## src/hdl/pbi_pkg.sv

```systemverilog
// pbi_pkg: shared types and constants for the palette builder indexer
// holds config register codes, field widths and the token control struct
// no dependencies
package pbi_pkg;

    // default palette depth
    localparam int PALETTE_DEPTH_DEF = 256;

    // field widths
    localparam int COLOR_W = 32;
    localparam int INDEX_OUT_W = 8;
    localparam int COUNT_OUT_W = 9;
    localparam int CFG_INDEX_W = 2;
    localparam int CFG_DATA_W = 9;
    localparam int ALPHA_CLIP_W = 9;
    localparam int BPP_W = 3;
    localparam int MAX_COLORS_W = 9;

    // config register indexes
    typedef enum logic [CFG_INDEX_W-1:0] {
        CFG_ALPHA_CLIP = 2'd0,
        CFG_BYTES_PER_PIXEL = 2'd1,
        CFG_MAX_COLORS = 2'd2
    } cfg_reg_t;

    // reset values of the config registers
    localparam logic signed [ALPHA_CLIP_W-1:0] ALPHA_CLIP_RST = 9'sd0;
    localparam logic [BPP_W-1:0] BPP_RST = 3'd4;
    localparam logic [MAX_COLORS_W-1:0] MAX_COLORS_RST = 9'd256;

    // pixel size that forces alpha to opaque
    localparam logic [BPP_W-1:0] BPP_RGB = 3'd3;
    localparam logic [COLOR_W-1:0] ALPHA_OPAQUE_MASK = 32'hFF00_0000;

    // control part of a pixel token moving down the cell row
    typedef struct packed {
        logic valid;
        logic sof;
        logic found;
        logic added;
    } tok_ctl_t;

endpackage

```

## src/hdl/pbi_cell.sv

```systemverilog
// pbi_cell: one palette slot of the match-and-claim cell row
// holds one entry and its in-use bit, passes the pixel token to the next cell
// depends on pbi_pkg
module pbi_cell
    import pbi_pkg::*;
#(
    parameter int PALETTE_DEPTH = PALETTE_DEPTH_DEF,
    parameter int CELL_INDEX = 0,
    localparam int IDX_W = $clog2(PALETTE_DEPTH),
    localparam int CNT_W = $clog2(PALETTE_DEPTH + 1)
)
(
    input  logic                    clk,
    input  logic                    rst_n,
    input  logic                    advance,
    input  logic [MAX_COLORS_W-1:0] max_colors,
    input  tok_ctl_t                ctl_in,
    input  logic [COLOR_W-1:0]      color_in,
    input  logic [IDX_W-1:0]        idx_in,
    input  logic [CNT_W-1:0]        cnt_in,
    output tok_ctl_t                ctl_out,
    output logic [COLOR_W-1:0]      color_out,
    output logic [IDX_W-1:0]        idx_out,
    output logic [CNT_W-1:0]        cnt_out
);

    localparam int LIM_W = (CNT_W > MAX_COLORS_W) ? CNT_W : MAX_COLORS_W;
    localparam logic [LIM_W-1:0] CELL_POS = LIM_W'(CELL_INDEX);
    localparam logic [IDX_W-1:0] CELL_IDX = IDX_W'(CELL_INDEX);

    logic [COLOR_W-1:0] entry_reg;
    logic               in_use_reg;
    logic               in_use_next;
    tok_ctl_t           ctl_reg;
    tok_ctl_t           ctl_next;
    logic [COLOR_W-1:0] color_reg;
    logic [IDX_W-1:0]   idx_reg;
    logic [IDX_W-1:0]   idx_next;
    logic [CNT_W-1:0]   cnt_reg;
    logic [CNT_W-1:0]   cnt_next;
    logic               use_eff;
    logic               room;
    logic               hit;
    logic               claim;

    // slot state as the token sees it, start of image retires the slot
    assign use_eff = in_use_reg && !ctl_in.sof;
    assign room = CELL_POS < LIM_W'(max_colors);
    assign hit = ctl_in.valid && !ctl_in.found && use_eff && (entry_reg == color_in);
    assign claim = ctl_in.valid && !ctl_in.found && !use_eff && room;

    // next slot state and updated token
    always_comb
    begin
        in_use_next = in_use_reg;
        if (ctl_in.valid)
        begin
            in_use_next = use_eff || claim;
        end
        ctl_next = ctl_in;
        ctl_next.found = ctl_in.found || hit || claim;
        ctl_next.added = ctl_in.added || claim;
        idx_next = (hit || claim) ? CELL_IDX : idx_in;
        cnt_next = (use_eff || claim) ? cnt_in + CNT_W'(1) : cnt_in;
    end

    // control registers
    always_ff @(posedge clk or negedge rst_n)
    begin
        if (!rst_n)
        begin
            in_use_reg <= 1'b0;
            ctl_reg <= '0;
        end
        else if (advance)
        begin
            in_use_reg <= in_use_next;
            ctl_reg <= ctl_next;
        end
    end

    // entry and token payload
    always_ff @(posedge clk)
    begin
        if (advance)
        begin
            if (claim)
            begin
                entry_reg <= color_in;
            end
            color_reg <= color_in;
            idx_reg <= idx_next;
            cnt_reg <= cnt_next;
        end
    end

    assign ctl_out = ctl_reg;
    assign color_out = color_reg;
    assign idx_out = idx_reg;
    assign cnt_out = cnt_reg;

endmodule

```

## config.mk

```make
export PLATFORM = sky130hd
export DESIGN_NAME = pbi_cell
export DESIGN_NICKNAME = d
export VERILOG_FILES = /design/src/hdl/pbi_pkg.sv /design/src/hdl/pbi_cell.sv
export SDC_FILE = /design/constraint.sdc
export NUM_CORES = 1
export LEC_CHECK = 0
export ABC_AREA = 1
export BUFFER_PORTS_ARGS = -buffer_cell sky130_fd_sc_hd__buf_2
export CAP_MARGIN = 5
export CELL_PAD_IN_SITES_DETAIL_PLACEMENT = 1
export CELL_PAD_IN_SITES_GLOBAL_PLACEMENT = 2
export CORE_MARGIN = 2
export CORE_UTILIZATION = 29
export DETAILED_ROUTE_END_ITERATION = 10
export PLACE_DENSITY = 0.82
export RECOVER_POWER = 25
export SLEW_MARGIN = 15
export SYNTH_ARGS = -nofsm -noshare
export SYNTH_HDL_FRONTEND = slang
export SYNTH_SLANG_ARGS = --single-unit
export TNS_END_PERCENT = 20
```

## constraint.sdc

```tcl
create_clock -name clk -period 2.5 [get_ports clk]
set_clock_uncertainty 0.1 [all_clocks]
set_input_delay 0.5 -clock clk [delete_from_list [all_inputs] [get_ports clk]]
set_output_delay 0.5 -clock clk [all_outputs]
set_load 0.02 [all_outputs]
```

==> results of run 1 <==
cell usage after synthesis, types with 4 or more instances:
library cell               count
sky130_fd_sc_hd__xnor2_1      15
sky130_fd_sc_hd__edfxtp_1     81
sky130_fd_sc_hd__nor3_1        4
sky130_fd_sc_hd__nand2_1      66
sky130_fd_sc_hd__o21ai_2       4
sky130_fd_sc_hd__nand3_1       4
sky130_fd_sc_hd__inv_1        39
sky130_fd_sc_hd__dfrtp_1       5
sky130_fd_sc_hd__xor2_1       13
sky130_fd_sc_hd__nor2_1       31
area by class of cell:
cell class              count  area, um^2
fillers                  1350        7430
flip-flops and latches     86        2560
multi-input cells         156         851
repair buffers            121         594
clock buffers              10         229
well taps                 147         184
inverters                  39         146
clock inverters             3        15.0
placed cells by master, fill, tap and decap left out, types with 2 or more instances in the layout:
| master | count |
|---|---|
| sky130_fd_sc_hd__buf_2 | 88 |
| sky130_fd_sc_hd__edfxtp_1 | 81 |
| sky130_fd_sc_hd__nand2_1 | 66 |
| sky130_fd_sc_hd__inv_1 | 39 |
| sky130_fd_sc_hd__nor2_1 | 30 |
| sky130_fd_sc_hd__clkbuf_1 | 30 |
| sky130_fd_sc_hd__xnor2_1 | 15 |
| sky130_fd_sc_hd__xor2_1 | 13 |
| sky130_fd_sc_hd__clkbuf_16 | 9 |
| sky130_fd_sc_hd__dfrtp_1 | 5 |
| sky130_fd_sc_hd__nor3_1 | 4 |
| sky130_fd_sc_hd__o21ai_2 | 4 |
| sky130_fd_sc_hd__nand3_1 | 4 |
| sky130_fd_sc_hd__nand2_4 | 3 |
| sky130_fd_sc_hd__a21oi_1 | 3 |
| sky130_fd_sc_hd__nor2_2 | 3 |
| sky130_fd_sc_hd__nand4_1 | 2 |
| sky130_fd_sc_hd__clkinv_1 | 2 |
| sky130_fd_sc_hd__buf_4 | 2 |
layer usage:
layer  global-route usage, %  vias up
met5                       0        -
met4                    3.86        0
met3                    4.43       12
met2                    20.2       88
met1                    15.1     1142
li1                        -     1182
stage by stage:
stage | power [mW] | setup WS (ns) | utilization (%) | hold WS, ns
final | 3.26 | 0.937 | 38.1 | 0.299
after global placement | 2.14 | 0.565 | 36.3 | 0.219
after global routing | 3.41 | 0.747 | 38.1 | 0.305
after floorplan | 1.96 | 0.277 | - | 0.104
after detailed placement | 2.16 | 0.566 | 36.3 | 0.219
after CTS | 3.32 | 0.865 | 38.4 | 0.273
cells by family after synthesis:
kind of cell / Yosys count / synth area share (%)
simple gates: 119 / 14.9
xor+xnor: 28 / 6.89
fa+ha+maj: 1 / 0.352
flops: 86 / 71.9
compound gates: 8 / 1.55
buf+inv: 40 / 4.43
power groups by stage:
stage,clock network [mW],registers [mW],logic [mW]
after floorplan,0,1.83,0.127
after global placement,0,1.74,0.406
after detailed placement,0,1.74,0.417
after CTS,1.19,1.71,0.418
after global routing,1.24,1.72,0.447
final,1.14,1.71,0.402
worst max path at each step:
stage,start,to,slack [ns],cells past startpoint
2_1_floorplan,ctl_in[2],entry_reg[0],0.28,4
3_3_place_gp,ctl_in[2],idx_out[6],0.56,11
3_5_place_dp,ctl_in[2],idx_out[7],0.57,11
4_1_cts,entry_reg[27],idx_out[4],0.87,10
5_1_grt,entry_reg[22],idx_out[2],0.75,10
6_report,entry_reg[18],idx_out[4],0.94,8
==> impl_metrics.sql, run 1 <==
INSERT INTO impl_metrics (metric_group, metric, value, unit) VALUES
('run_status', 'status', 'complete, no violations', ''),
('sta', 'totalNegativeSetupSlack', '0', 'ns'),
('drt', 'vias', '2424', ''),
('clocking', 'clock-root-buffer', 'sky130_fd_sc_hd__clkbuf_16', ''),
('sta', 'setup_viol', '0', ''),
('worst_hold_path', 'min-delay-path-class', 'input port to flop', ''),
('layout', 'antenna-diode-count', '0', ''),
('layout', 'final_cell_count_no_fill', '562', ''),
('die', 'die_area', '13200', 'um^2'),
('drt', 'first_pass_iters', '4', ''),
('power_and_ir_drop', 'power.share.clock', '35.1', '%'),
('yosys', 'synth-edff-count', '81', ''),
('clocking', 'cts.sinks', '86', ''),
('yosys', 'ys_top_cells_by_area', 'sky130_fd_sc_hd__edfxtp_1 (68%), sky130_fd_sc_hd__nand2_1 (7.0%), sky130_fd_sc_hd__inv_1 (4.1%)', ''),
('drt', 'routed.top_layer', 'met4', ''),
('worst_setup_path', 'crit_top_cell', 'sky130_fd_sc_hd__nor2_1', ''),
('die', 'initial_utilization', '29.6', '%'),
('clocking', 'worst_skew_pair.late_latency', '0.33', 'ns'),
('yosys', 'synth_seq_cells', '86', ''),
('die', 'die_w', '115', 'um'),
('worst_setup_path', 'rrSetupSlack', '0.94', 'ns'),
('sta', 'final_hold_viol_count', '0', ''),
('die', 'num_rows', '40', ''),
('clocking', 'cts_buffer_depth', '2', ''),
('worst_hold_path', 'min_to', 'entry_reg[2]', ''),
('die', 'floorplan.io_pins', '118', ''),
('global_route', 'grt_pass1_vias', '2536', ''),
('drt', 'drtIter0Drc', '99', ''),
('worst_setup_path', 'worstPathArrival', '1.55', 'ns'),
('yosys', 'ys_async_sr_fraction', '5.81', '%'),
('global_route', 'antenna_violations_before_repair', '0', ''),
('place', 'dp_cells', '548', ''),
('drt', 'dr_wl_met2', '3.65', 'mm'),
('clocking', 'tritoncts.num_buffers', '9', ''),
('sta', 'worst-slew-pin-transition', '0.401', 'ns'),
('power_and_ir_drop', 'cell_internal_pwr', '2.47', 'mW'),
('place', 'final_weighted_congestion_of_routability_driven_global_placement', '0.675', ''),
('layout', 'drive_above_1_share', '28.2', '%'),
('global_route', 'grt.overflow.total', '0', ''),
('sta', 'report.final.slew_viol_count', '0', ''),
('sta', 'timing.fmax', '0.640', 'GHz'),
('yosys', 'yosysWarnings', '0', ''),
('place', 'io_buffer_count', '117', ''),
('layout', 'nets_final', '479', ''),
('yosys', 'synth_largest_area_cell', 'sky130_fd_sc_hd__edfxtp_1', ''),
('power_and_ir_drop', 'power.static_leakage', '1.92', 'nW'),
('drt', 'drc_errors', '0', ''),
('power_and_ir_drop', 'power.sequential.fraction', '52.5', '%'),
('yosys', 'yosysSeqAreaShare', '71.9', '%'),
('worst_setup_path', 'crit_path_max_delay_family', 'simple AND/OR/NAND/NOR gates', ''),
('drt', 'm1WireLength', '3.44', 'mm'),
('worst_setup_path', 'critPathCaptureType', 'flop', ''),
('clocking', 'cts.reportedPaths.clkPinSlew', '0.06', 'ns'),
('drt', 'postRouteAntennaNets', '0', ''),
('worst_hold_path', 'worst_hold_path.num_cells', '1', ''),
('worst_setup_path', 'timing.critical_path.cells', 'xnor2_1 -> nand2_1 -> nor2_1 -> nand2_1 -> nor2_1 -> nand2_2 -> nand2_4 -> nor2_1', ''),
('power_and_ir_drop', 'power.net_switching', '0.787', 'mW'),
('sta', 'unrepaired_setup_endpoints_after_global_routing', 'false', ''),
('worst_setup_path', 'critical_path.reg2reg.endpoint', 'idx_out[4]', ''),
('clocking', 'post_cts_hold_buffer_count', '1', ''),
('worst_setup_path', 'setup.worst_path.class', 'flop to flop', ''),
('sta', 'timing.max_slew.rel_slack', '73.2', '%'),
('clocking', 'htree_levels', '3', ''),
('sta', 'layout_min_cycle_time', '1.56', 'ns'),
('yosys', 'netlist-cell-type-count', '23', ''),
('worst_setup_path', 'critPathRequiredTime', '2.48', 'ns'),
('place', 'placement.cell_area', '4360', 'um^2'),
('worst_setup_path', 'critical_path.max_stage_delay', '0.39', 'ns'),
('drt', 'route.detailed.vias_per_inst', '4.31', ''),
('die', 'dieHeight', '115', 'um'),
('power_and_ir_drop', 'comb_power_share', '12.3', '%');
(Power assumes the default switching activity.)
==> inputs of run 2 (changes only) <==
clock period = 1.4 ns   (was 2.5 ns; I/O delays follow)
==> run 2 against run 1 <==
Compared with the run above: the flow now finishes with violations (negative setup slack); design area up 11%; clock power grew 110%; maximum frequency down 1.1%; critical path depth rose by 2; wire length is 9.7% higher; worst setup slack got worse by 1.1 ns; die area stayed put; sequential power rose by 78%; first-iteration DRC count decreased by 12%; total power rose by 95%; combinational power rose by 120%; utilization grew 4.3 points; largest power group unchanged.
==> impl_metrics.sql, run 2 (synthesis results as in run 1) <==
INSERT INTO impl_metrics (metric_group, metric, value, unit) VALUES
('run_status', 'status', 'finished, violations left', ''),
('run_status', 'failing_checks', 'negative setup slack', ''),
('sta', 'setup_viol', '50', ''),
('layout', 'antenna-diode-count', '0', ''),
('sta', 'report.final.slew_viol_count', '0', ''),
('layout', 'relative_area_change_from_synthesis_to_final_layout', '43.1', '%'),
('layout', 'nets_final', '530', ''),
('drt', 'routed.top_layer', 'met4', ''),
('drt', 'dr_wl_met2', '3.95', 'mm'),
('global_route', 'grt_pass1_vias', '2775', ''),
('drt', 'drc_errors', '0', ''),
('sta', 'post-route-period-util', '113', '%'),
('sta', 'finalHoldWorstSlack', '0.0645', 'ns'),
('die', 'dieHeight', '115', 'um'),
('die', 'die_area', '13200', 'um^2'),
('clocking', 'cts_buffer_depth', '2', ''),
('worst_setup_path', 'setup.worst_path.class', 'flop to flop', ''),
('drt', 'met3_length', '598', 'um'),
('die', 'die_w', '115', 'um'),
('worst_setup_path', 'worstPathMaxFanout', '8', ''),
('die', 'initial_utilization', '29.6', '%'),
('drt', 'route.detailed.vias_per_inst', '4.22', ''),
('sta', 'unrepaired_setup_endpoints_after_global_routing', 'true', ''),
('place', 'placement.cell_area', '4720', 'um^2'),
('global_route', 'pin_count_of_the_biggest_net_entering_global_routing', '31', ''),
('global_route', 'antenna_violations_before_repair', '0', ''),
('worst_hold_path', 'min_to', 'color_out[22]', ''),
('worst_setup_path', 'crit_buf_inv', '1', ''),
('drt', 'postRouteAntennaNets', '0', ''),
('die', 'num_rows', '40', ''),
('clocking', 'cts_tree', 'yes', ''),
('global_route', 'grt_usage', '13.5', '%'),
('global_route', 'grt.overflow.total', '0', ''),
('layout', 'layout_commonest_cell', 'sky130_fd_sc_hd__buf_2', ''),
('drt', 'route.detailed.wl_per_inst', '13.9', 'um'),
('drt', 'drtIter0Drc', '87', ''),
('sta', 'final_hold_viol_count', '0', ''),
('power_and_ir_drop', 'power.sequential.fraction', '48.2', '%'),
('die', 'floorplan.io_pins', '118', ''),
('clocking', 'cts.reportedPaths.clkPinSlew', '0.07', 'ns'),
('power_and_ir_drop', 'vdd.ir_drop.worst', '0.608', 'mV'),
('power_and_ir_drop', 'power.static_leakage', '2.24', 'nW'),
('flow_run', 'cap_viol_max_count', '0', ''),
('worst_setup_path', 'critical_path.reg2reg.endpoint', 'idx_out[5]', ''),
('place', 'io_buffer_count', '117', ''),
('worst_setup_path', 'cpMaxStageDelayCell', 'sky130_fd_sc_hd__edfxtp_1', ''),
('power_and_ir_drop', 'power.net_switching', '1.57', 'mW'),
('drt', 'first_pass_iters', '4', ''),
('clocking', 'htree_levels', '3', ''),
('worst_setup_path', 'depth_of_the_worst_register_to_register_path', '10', ''),
('power_and_ir_drop', 'switching_share', '24.7', '%'),
('layout', 'drive_above_1_share', '40.3', '%'),
('global_route', 'grt_pass1_wl', '13.4', 'mm'),
('worst_setup_path', 'critical_path.max_stage_delay', '0.40', 'ns'),
('die', 'fp.coreArea', '12000', 'um^2'),
('clocking', 'clock-root-buffer', 'sky130_fd_sc_hd__clkbuf_16', ''),
('sta', 'layout_min_cycle_time', '1.58', 'ns'),
('worst_setup_path', 'startpoint_type', 'flop', ''),
('worst_setup_path', 'rrSetupSlack', '-0.18', 'ns'),
('worst_hold_path', 'worst_hold_path.num_cells', '1', ''),
('clocking', 'cts.sinks', '86', ''),
('clocking', 'tritoncts.num_buffers', '9', ''),
('sta', 'timing.max_slew.rel_slack', '85.3', '%'),
('worst_setup_path', 'crit_path_max_delay_family', 'simple AND/OR/NAND/NOR gates', ''),
('place', 'final_weighted_congestion_of_routability_driven_global_placement', '0.745', ''),
('clocking', 'worst_skew_pair.late_latency', '0.34', 'ns'),
('worst_setup_path', 'timing.critical_path.cells', 'inv_1 -> nand2_1 -> nand2_1 -> nand2_2 -> nor2_4 -> nand3_2 -> nor2_2 -> nand2_2 -> nand2_4 -> nor2_1', ''),
('drt', 'final_wl', '8.54', 'mm'),
('drt', 'm1WireLength', '3.84', 'mm'),
('layout', 'final_cell_mix', 'sky130_fd_sc_hd__buf_2 (97), sky130_fd_sc_hd__edfxtp_1 (81), sky130_fd_sc_hd__nand2_1 (64)', ''),
('sta', 'worst-slew-pin-transition', '0.218', 'ns'),
('power_and_ir_drop', 'comb_power_share', '14.2', '%'),
('power_and_ir_drop', 'cell_internal_pwr', '4.77', 'mW'),
('place', 'hpwl', '6.42', 'mm'),
('power_and_ir_drop', 'power.share.clock', '37.6', '%'),
('sta', 'least_setup_slack_across_all_paths_after_layout', '-0.180', 'ns'),
('worst_setup_path', 'timing.rr.start', 'entry_reg[23]', ''),
('place', 'setup_slack_placement', '-0.302', 'ns'),
('power_and_ir_drop', 'power.density_cell_area', '1240', 'nW/um^2'),
('worst_setup_path', 'critPathCaptureType', 'flop', ''),
('worst_setup_path', 'critPathRequiredTime', '1.40', 'ns'),
('drt', 'vias', '2600', ''),
('worst_setup_path', 'worstPathArrival', '1.58', 'ns'),
('worst_hold_path', 'min-delay-path-class', 'input port to flop', ''),
('layout', 'finalInstanceArea', '5090', 'um^2'),
('worst_hold_path', 'hold_path.startpoint', 'color_in[22]', ''),
('sta', 'timing.fmax', '0.633', 'GHz');
==> run 2: routing by layer <==
layer	up-vias	GRT usage [%]
met5	-	0
met4	0	6.02
met3	10	4.01
met2	89	21.7
met1	1206	16.8
li1	1295	-
==> run 2: final cells by class <==
type                       count  area [um^2]
clock buffer                   9          225
multi-input combinational    157          903
inverter                      39          146
sequential                    86         2560
clock inverter                 7         71.3
tap                          147          184
fill                        1359         6920
timing repair buffer         171         1010
==> run 2: how the worst max path moves through the flow <==
stage / from / slack, ns / end / cells past startpoint
4_1_cts: entry_reg[23] / -0.26 / idx_out[5] / 10
2_1_floorplan: in_use_reg / -0.33 / entry_reg[0] / 3
3_5_place_dp: ctl_in[2] / -0.30 / idx_out[3] / 11
6_report: entry_reg[23] / -0.18 / idx_out[5] / 10
5_1_grt: entry_reg[13] / -0.33 / idx_out[1] / 8
3_3_place_gp: ctl_in[2] / -0.28 / idx_out[5] / 11
==> run 2: per-stage QoR <==
step / total power, mW / instances / setup TNS, ns / util [%]
finish: 6.34 / 616 / -6.75 / 42.4
global route: 6.63 / 616 / -10.78 / 42.4
CTS: 6.39 / 610 / -5.36 / 42.0
detailed placement: 3.98 / 593 / -8.30 / 39.3
global placement: 3.95 / 593 / -7.78 / 39.3
floorplan: 3.50 / 282 / -10.70 / -
==> run 2: what timing repair did <==
action / 4_1_cts / 5_1_grt
hold buffers: 1 / 0
resized for setup: 3 / 11
pin swaps: 2 / 5
buffers inserted: 0 / 5
setup endpoints to repair: 47 / 51
cloned: 0 / 1
hold endpoints to repair: 5 / 0
==> run 2: power groups by stage <==
stage | Sequential (mW) | Combinational (mW) | Clock [mW]
finish | 3.05 | 0.897 | 2.38
global route | 3.07 | 0.987 | 2.57
CTS | 3.06 | 0.876 | 2.46
detailed placement | 3.11 | 0.869 | 0
global placement | 3.11 | 0.845 | 0
floorplan | 3.28 | 0.229 | 0
==> run 2: worst reg2reg max path: cells and delay by family (launching register included) <==
family | cells | cell delay [ns]
AND/OR/NAND/NOR | 9 | 0.76
flip-flops | 1 | 0.40
buffers and inverters | 1 | 0.08
